--- src/hdl/fcw_pkg.sv ---
// ----------------------------------------------------------------------------
// fcw_pkg
// Shared types and constants of the FAT12 cluster chain walker.
// ----------------------------------------------------------------------------
package fcw_pkg;

	localparam int TABLE_BYTES_DEF = 8192;
	localparam int MAX_CHAIN_DEF   = 63;

	localparam int BYTE_ADDR_W = 13;
	localparam int CLUSTER_W   = 12;
	localparam int ADDR_W      = 32;
	localparam int BASE_W      = 24;
	localparam int CBYTES_W    = 17;
	localparam int PROD_W      = CLUSTER_W + CBYTES_W;

	localparam logic [CLUSTER_W-1:0] FAT_EOC_MIN   = 12'hFF8;
	localparam logic [CLUSTER_W-1:0] FAT_BAD       = 12'hFF7;
	localparam logic [CLUSTER_W-1:0] FIRST_DATA_CL = 12'd2;

	localparam logic [BASE_W-1:0]   BASE_RESET   = 24'd16896;
	localparam logic [CBYTES_W-1:0] CBYTES_RESET = 17'd512;

	typedef enum logic [2:0] {
		STAT_DATA   = 3'd0,
		STAT_BAD    = 3'd1,
		STAT_BROKEN = 3'd2,
		STAT_TRUNC  = 3'd3,
		STAT_EMPTY  = 3'd4,
		STAT_LOADED = 3'd5
	} status_t;

	typedef enum logic {
		REQ_LOAD = 1'b0,
		REQ_WALK = 1'b1
	} req_t;

	typedef enum logic {
		REG_DATA_BASE     = 1'b0,
		REG_CLUSTER_BYTES = 1'b1
	} cfg_reg_t;

	typedef enum logic [2:0] {
		S_IDLE,
		S_READ,
		S_ENTRY,
		S_BROKEN,
		S_TRUNC
	} walk_state_t;

	typedef struct packed {
		logic                   en;
		logic [BYTE_ADDR_W-1:0] addr;
		logic [7:0]             data;
	} tbl_wr_t;

	typedef struct packed {
		logic                 en;
		logic [CLUSTER_W-1:0] idx;
	} tbl_rd_t;

endpackage

--- src/hdl/fcw_addr.sv ---
// ----------------------------------------------------------------------------
// fcw_addr
// Cluster byte address: base + (cluster - 2) * bytes per cluster, with the
// product registered ahead of the add.
// ----------------------------------------------------------------------------
module fcw_addr (
	input  logic                           clk,
	input  logic                           en,
	input  logic [fcw_pkg::CLUSTER_W-1:0]  cluster,
	input  logic [fcw_pkg::BASE_W-1:0]     data_base,
	input  logic [fcw_pkg::CBYTES_W-1:0]   cluster_bytes,
	output logic [fcw_pkg::ADDR_W-1:0]     addr
);
	import fcw_pkg::*;

	logic [PROD_W-1:0]    prod_s1;
	logic [CLUSTER_W-1:0] offset;

	assign offset = cluster - FIRST_DATA_CL;

	always_ff @(posedge clk) begin
		if (en) begin
			prod_s1 <= PROD_W'(offset) * PROD_W'(cluster_bytes);
		end
	end

	assign addr = ADDR_W'(data_base) + ADDR_W'(prod_s1);

endmodule

--- config.mk ---
export PLATFORM = sky130hd
export DESIGN_NAME = fcw_addr
export DESIGN_NICKNAME = d
export VERILOG_FILES = /design/src/hdl/fcw_pkg.sv /design/src/hdl/fcw_addr.sv
export SDC_FILE = /design/constraint.sdc
export NUM_CORES = 1
export LEC_CHECK = 0
export BUFFER_PORTS_ARGS = -buffer_cell sky130_fd_sc_hd__buf_2
export CORE_MARGIN = 2
export CORE_UTILIZATION = 50
export CTS_CLUSTER_DIAMETER = 30
export DETAILED_ROUTE_END_ITERATION = 10
export GPL_TIMING_DRIVEN = 0
export PLACE_DENSITY = 0.76
export SYNTH_ARGS = -nofsm -noshare
export SYNTH_HDL_FRONTEND = slang
export SYNTH_SLANG_ARGS = --single-unit
--- constraint.sdc ---
create_clock -name clk -period 8.45 [get_ports clk]
set_input_delay 0 -clock clk [delete_from_list [all_inputs] [get_ports clk]]
set_output_delay 0 -clock clk [all_outputs]
set_load 0.01 [all_outputs]
==> results of run 1 <==
==> critical path, stage by stage <==
cell and delay, ns:
buf_2 0.19, inv_1 0.26, clkbuf_1 0.52, ha_1 0.32
nand4bb_1 0.18, or3_1 0.40, xnor2_1 0.88, buf_2 0.40
and2_1 0.19, fa_1 0.39, inv_1 0.09, fa_1 0.43
fa_1 0.56, inv_1 0.06, fa_1 0.60, inv_1 0.08
fa_1 0.53, inv_1 0.04, ha_1 0.36, a21oi_1 0.26
o211ai_1 0.18, or4_1 0.49, o21a_1 0.19, xor2_1 0.14
==> final timing paths <==
check / slack [ns] / from / end / depth (start not counted)
worst max-delay path: 0.71 / cluster[1] / prod_s1[27] / 24
worst min-delay path: 0.20 / cluster_bytes[0] / prod_s1[1] / 3
==> metal layers <==
layer  up-vias  routed length (µm)  GRT usage
met3        41                1520     0.0363
li1       3502                   -          -
met4         0                 504     0.0659
met5         -                   0          0
met2       258                9260      0.353
met1      3396                9130      0.292
==> power by group through the flow <==
stage,registers (mW),clock network [mW],logic (mW)
5_1_grt,0.422,0.167,4.11
4_1_cts,0.415,0.162,3.59
3_3_place_gp,0.415,0,3.47
3_5_place_dp,0.418,0,3.56
2_1_floorplan,0.406,0,2.79
6_report,0.415,0.160,3.59
==> cell usage after synthesis (all sizes together) (2+ instances only) <==
cell / n
o21bai: 4
buf: 9
nand2: 138
a21boi: 3
a21oi: 43
or2: 3
xor2: 18
fa: 151
a21o: 16
and3: 5
a31oi: 4
or4: 3
o2111ai: 2
ha: 92
o31ai: 5
nor3b: 2
o21ai: 17
clkbuf: 33
o311ai: 4
nand2b: 22
and2: 71
a211oi: 11
nand4: 5
o21a: 2
nand3: 21
xnor2: 35
o221ai: 3
edfxtp: 29
a311oi: 4
nor2: 30
o211ai: 10
a2bb2oi: 2
nor2b: 13
nor3: 9
inv: 207
a2111oi: 2
or3: 5
nor4: 3
==> cells by family (layout without fill, tap and decap cells) <==
logic type	Yosys count	after routing	synth area share
AO/OA/AOI/OAI	137	137	0.108
XOR/XNOR	53	53	0.0517
adder cells (fa/ha/maj)	243	243	0.458
buffers and inverters	249	341	0.104
flip-flops	29	29	0.0955
multiplexers	1	1	0.00123
other	1	2	0.000411
AND/OR/NAND/NOR	333	333	0.181
==> through the flow <==
step                 util  instance area, µm²
floorplan               -                9120
detailed placement  0.549                9830
global route        0.557                9970
CTS                 0.557                9970
finish              0.557                9970
global placement    0.549                9830
==> layout make-up <==
cell class | instances | area share
multi-input combinational | 769 | 0.732
sequential | 29 | 0.0874
inverter | 207 | 0.0780
timing repair buffer | 84 | 0.0422
tap | 229 | 0.0287
buffer | 42 | 0.0174
clock buffer | 6 | 0.0129
clock inverter | 2 | 0.00100
==> metrics.cfg, run 1 <==
[floorplan]
core_area_mm2=0.0179
die_h_um=139
io_pins=87
fp-row-count=49
start_util=0.509
dieArea_mm2=0.0193
die_w_um=139

[finish]
stdcell_count=1368
antennaDiodeCount=0
syn2layout_area_growth_pct=9.32
fill_cells=1609
ff_latch_area_um2=871
top_regs=prod_s1: 29 flops
multi_input_area_mm2=0.00730
final_cell_mix=inv_1, fa_1, nand2_1, ha_1, buf_2
largest-register=prod_s1
final_common_cell=inv_1
fin_nets=1436
largest_reg_flops=29
drive_gt1_frac=0.104

[power]
swShare=0.522
p_sw_mw=2.17
p_comb_frac=0.862
p_int_mw=1.99
p_seq_frac=0.100
irDropWorstVdd_uv=277
power.total_mw=4.16
clkPwrFrac=0.038
leakage_nw=4.97
powerDensity_mw_per_mm2=418

[min_path]
min_path_type=in -> reg

[global_routing]
grt_overflow_total=0
gr-usage-all-layers=0.214
grt_pass1_vias=7253
grt_pass1_wl_mm=33.9
antenna_found_initial=0
grt_start_max_net_pins=30

[drt]
drt_pre_antenna_iters=5
drc=0
wl_per_cell_um=14.9
ant_nets=0
drt_iter0_drc=468
via_per_inst=5.26
dr_total_vias=7197
wl_mm=20.4

[clock_tree]
clock_path_buffers=2
cts_tree=done
cts-root-buf=clkbuf_16
ctsHoldBuffers=0
cts.repair.resized=0
cts_buffers=5
cts.htree.levels=2
post_cts_buffers=0
cts.clk_slew.worst_paths_ns=0.05
clkSinkCount=29

[run_status]
status=complete, no violations

[timing]
finalHoldViolCount=0
slew_headroom=0.241
rsz0062_at_grt=no
timing.final.crit_share=0.916
fin_crit_ns=7.74
max_freq_mhz=129
tightest_slew_ns=1.13
hold_ws_ns=0.201
finalSetupViolCount=0
tns_ns=0
fin_ws_ns=0.711
drv_slew=0

[yosys]
yosysWarnings=0
ys_seq_area_frac=0.0955
yosys-top-cells-area=fa_1, ha_1, edfxtp_1
synth_top_flop_cell=edfxtp_1
synth_edf_count=29
netlist-cell-type-count=62
ys_ff_latch=29
netlist_area_mm2=0.00912
synthArstFlopShare=0
synth_top_area_cell=fa_1
synth_area_per_cell_um2=8.72
synth_top_area_share=0.332
synthCells=1046

[placed_design]
numPlacedInstances=1360
hpwl_mm=17.5
gp_congestion=0.908
dp_slack_ns=0.600
port_buffers=84

[worst_setup_path]
start_kind=input pin
crit_type=in -> reg
worstPathRequired_ns=8.47
worstPathMaxFanout=10
critPathCaptureType=flop
crit_arrival_ns=7.76

[run]
drv_cap=0

Power figures use the tool's default switching activity.
==> run 2, diff against run 1 <==
PLACE_DENSITY = 0.69   (was 0.76)
==> metrics.cfg, run 2 (same netlist as run 1, synthesis figures left out) <==
[global_routing]
grt_pass1_vias=7294
met3_usage=0.0231
busiest_layer=met2
grt_start_max_net_pins=30
grt_pass1_wl_mm=35.2
grt_use_met1=0.309
grt_overflow_total=0
grt_util_met2=0.370
gr-usage-all-layers=0.222
antenna_found_initial=0

[finish]
syn2layout_area_growth_pct=9.58
largest-register=prod_s1
drive_gt1_frac=0.104
largest_reg_flops=29
final_common_cell=inv_1
final_cell_mix=inv_1, fa_1, nand2_1, ha_1, buf_2
stdcell_count=1368
antennaDiodeCount=0
top_regs=prod_s1: 29 flops
fin_nets=1436

[min_path]
min_path_type=in -> reg
hold_depth=3
holdPathEnd=prod_s1[1]
worstHoldStart=cluster_bytes[0]

[drt]
ant_nets=0
drc=0
drt_iter0_drc=376
drt_pre_antenna_iters=6
dr_total_vias=7243
wl_mm=21.3
wl_per_cell_um=15.6
via_per_inst=5.29

[floorplan]
start_util=0.509
dieArea_mm2=0.0193
die_h_um=139
core_area_mm2=0.0179
die_w_um=139
io_pins=87
fp-row-count=49

[clock_tree]
cts.repair.resized=0
cts.htree.levels=2
cts-root-buf=clkbuf_16
post_cts_buffers=0
clock_path_buffers=2
cts_buffers=5
cts_tree=done
ctsHoldBuffers=0
clkSinkCount=29
cts.clk_slew.worst_paths_ns=0.05

[power]
clkPwrFrac=0.045
p_sw_mw=2.19
powerDensity_mw_per_mm2=421
irDropWorstVdd_uv=292
p_seq_frac=0.098
swShare=0.520
p_comb_frac=0.856
p_int_mw=2.02
leakage_nw=4.98

[timing]
drv_slew=0
hold_ws_ns=0.227
timing.final.crit_share=0.899
tightest_slew_ns=1.03
finalSetupViolCount=0
fin_crit_ns=7.60
rsz0062_at_grt=no
max_freq_mhz=132
slew_headroom=0.309
tns_ns=0
finalHoldViolCount=0

[worst_setup_path]
start_kind=input pin
worstPathMaxFanout=10
crit_type=in -> reg
cp_slowest_cell=xnor2_1
crit_arrival_ns=7.62
critPathCaptureType=flop
worstPathRequired_ns=8.47
cp_cell_sequence=buf_2, inv_1, clkbuf_1, ha_1, nand4bb_1, or3_1, xnor2_1, buf_2, and2_1, fa_1, inv_1, fa_1, fa_1, inv_1, fa_1, inv_1, fa_1, inv_1, ha_1, a21oi_1, o211ai_1, or4_1, o21a_1, xor2_1
max_stage_delay_ns=0.81

[placed_design]
port_buffers=84
numPlacedInstances=1360
gp_congestion=0.901
hpwl_mm=18.1

[run_status]
status=complete, no violations

[run]
drv_cap=0

## run 2: cell count changes in the layout (fill, tap and decap cells not counted)
cell	before	now
bufinv_16	0	1
clkinv_2	2	0
clkinv_1	0	1
## run 2: power by group through the flow
stage | sequential (mW) | clock (mW) | combinational, mW
after floorplan | 0.406 | 0 | 2.79
after global placement | 0.415 | 0 | 3.50
after detailed placement | 0.417 | 0 | 3.56
after CTS | 0.415 | 0.193 | 3.61
after global routing | 0.422 | 0.198 | 4.13
final | 0.414 | 0.190 | 3.61
## run 2: metrics by stage
step	setup WS, ns	instance area [µm²]	utilization	power [mW]
floorplan	2.27	9120	-	3.19
global placement	0.692	9830	0.549	3.91
detailed placement	0.690	9830	0.549	3.98
CTS	0.964	9990	0.558	4.21
global route	0.517	9990	0.558	4.75
finish	0.850	9990	0.558	4.21
## run 2: critical path, delay by kind of cell
family / cells / cell delay, ns
fa+ha+maj: 7 / 3.13
buf+inv: 8 / 1.58
simple gates: 4 / 1.27
xor+xnor: 2 / 0.95
compound gates: 3 / 0.67
## run 2: cell type report
class | count | area (µm²)
plain buffers | 42 | 174
clock buffers | 6 | 129
clock inverters | 2 | 33.8
fillers | 1634 | 7910
inverters | 207 | 777
multi-input cells | 769 | 7300
flip-flops and latches | 29 | 871
well taps | 229 | 287
repair buffers | 84 | 420
## run 2: worst max path at each step
| stage | start | end | slack [ns] | cells after the start |
|---|---|---|---|---|
| after global routing | cluster[1] | prod_s1[27] | 0.52 | 24 |
| after detailed placement | cluster[1] | prod_s1[27] | 0.69 | 24 |
| after CTS | cluster[1] | prod_s1[27] | 0.96 | 24 |
| after global placement | cluster[1] | prod_s1[27] | 0.69 | 24 |
| final | cluster[1] | prod_s1[27] | 0.85 | 24 |
| after floorplan | cluster[1] | prod_s1[27] | 2.27 | 23 |
## run 2: per-layer routing
metal	up-vias	share of wire
met5	-	0
met4	0	0.020
met3	35	0.060
met2	233	0.46
met1	3485	0.46
li1	3490	-
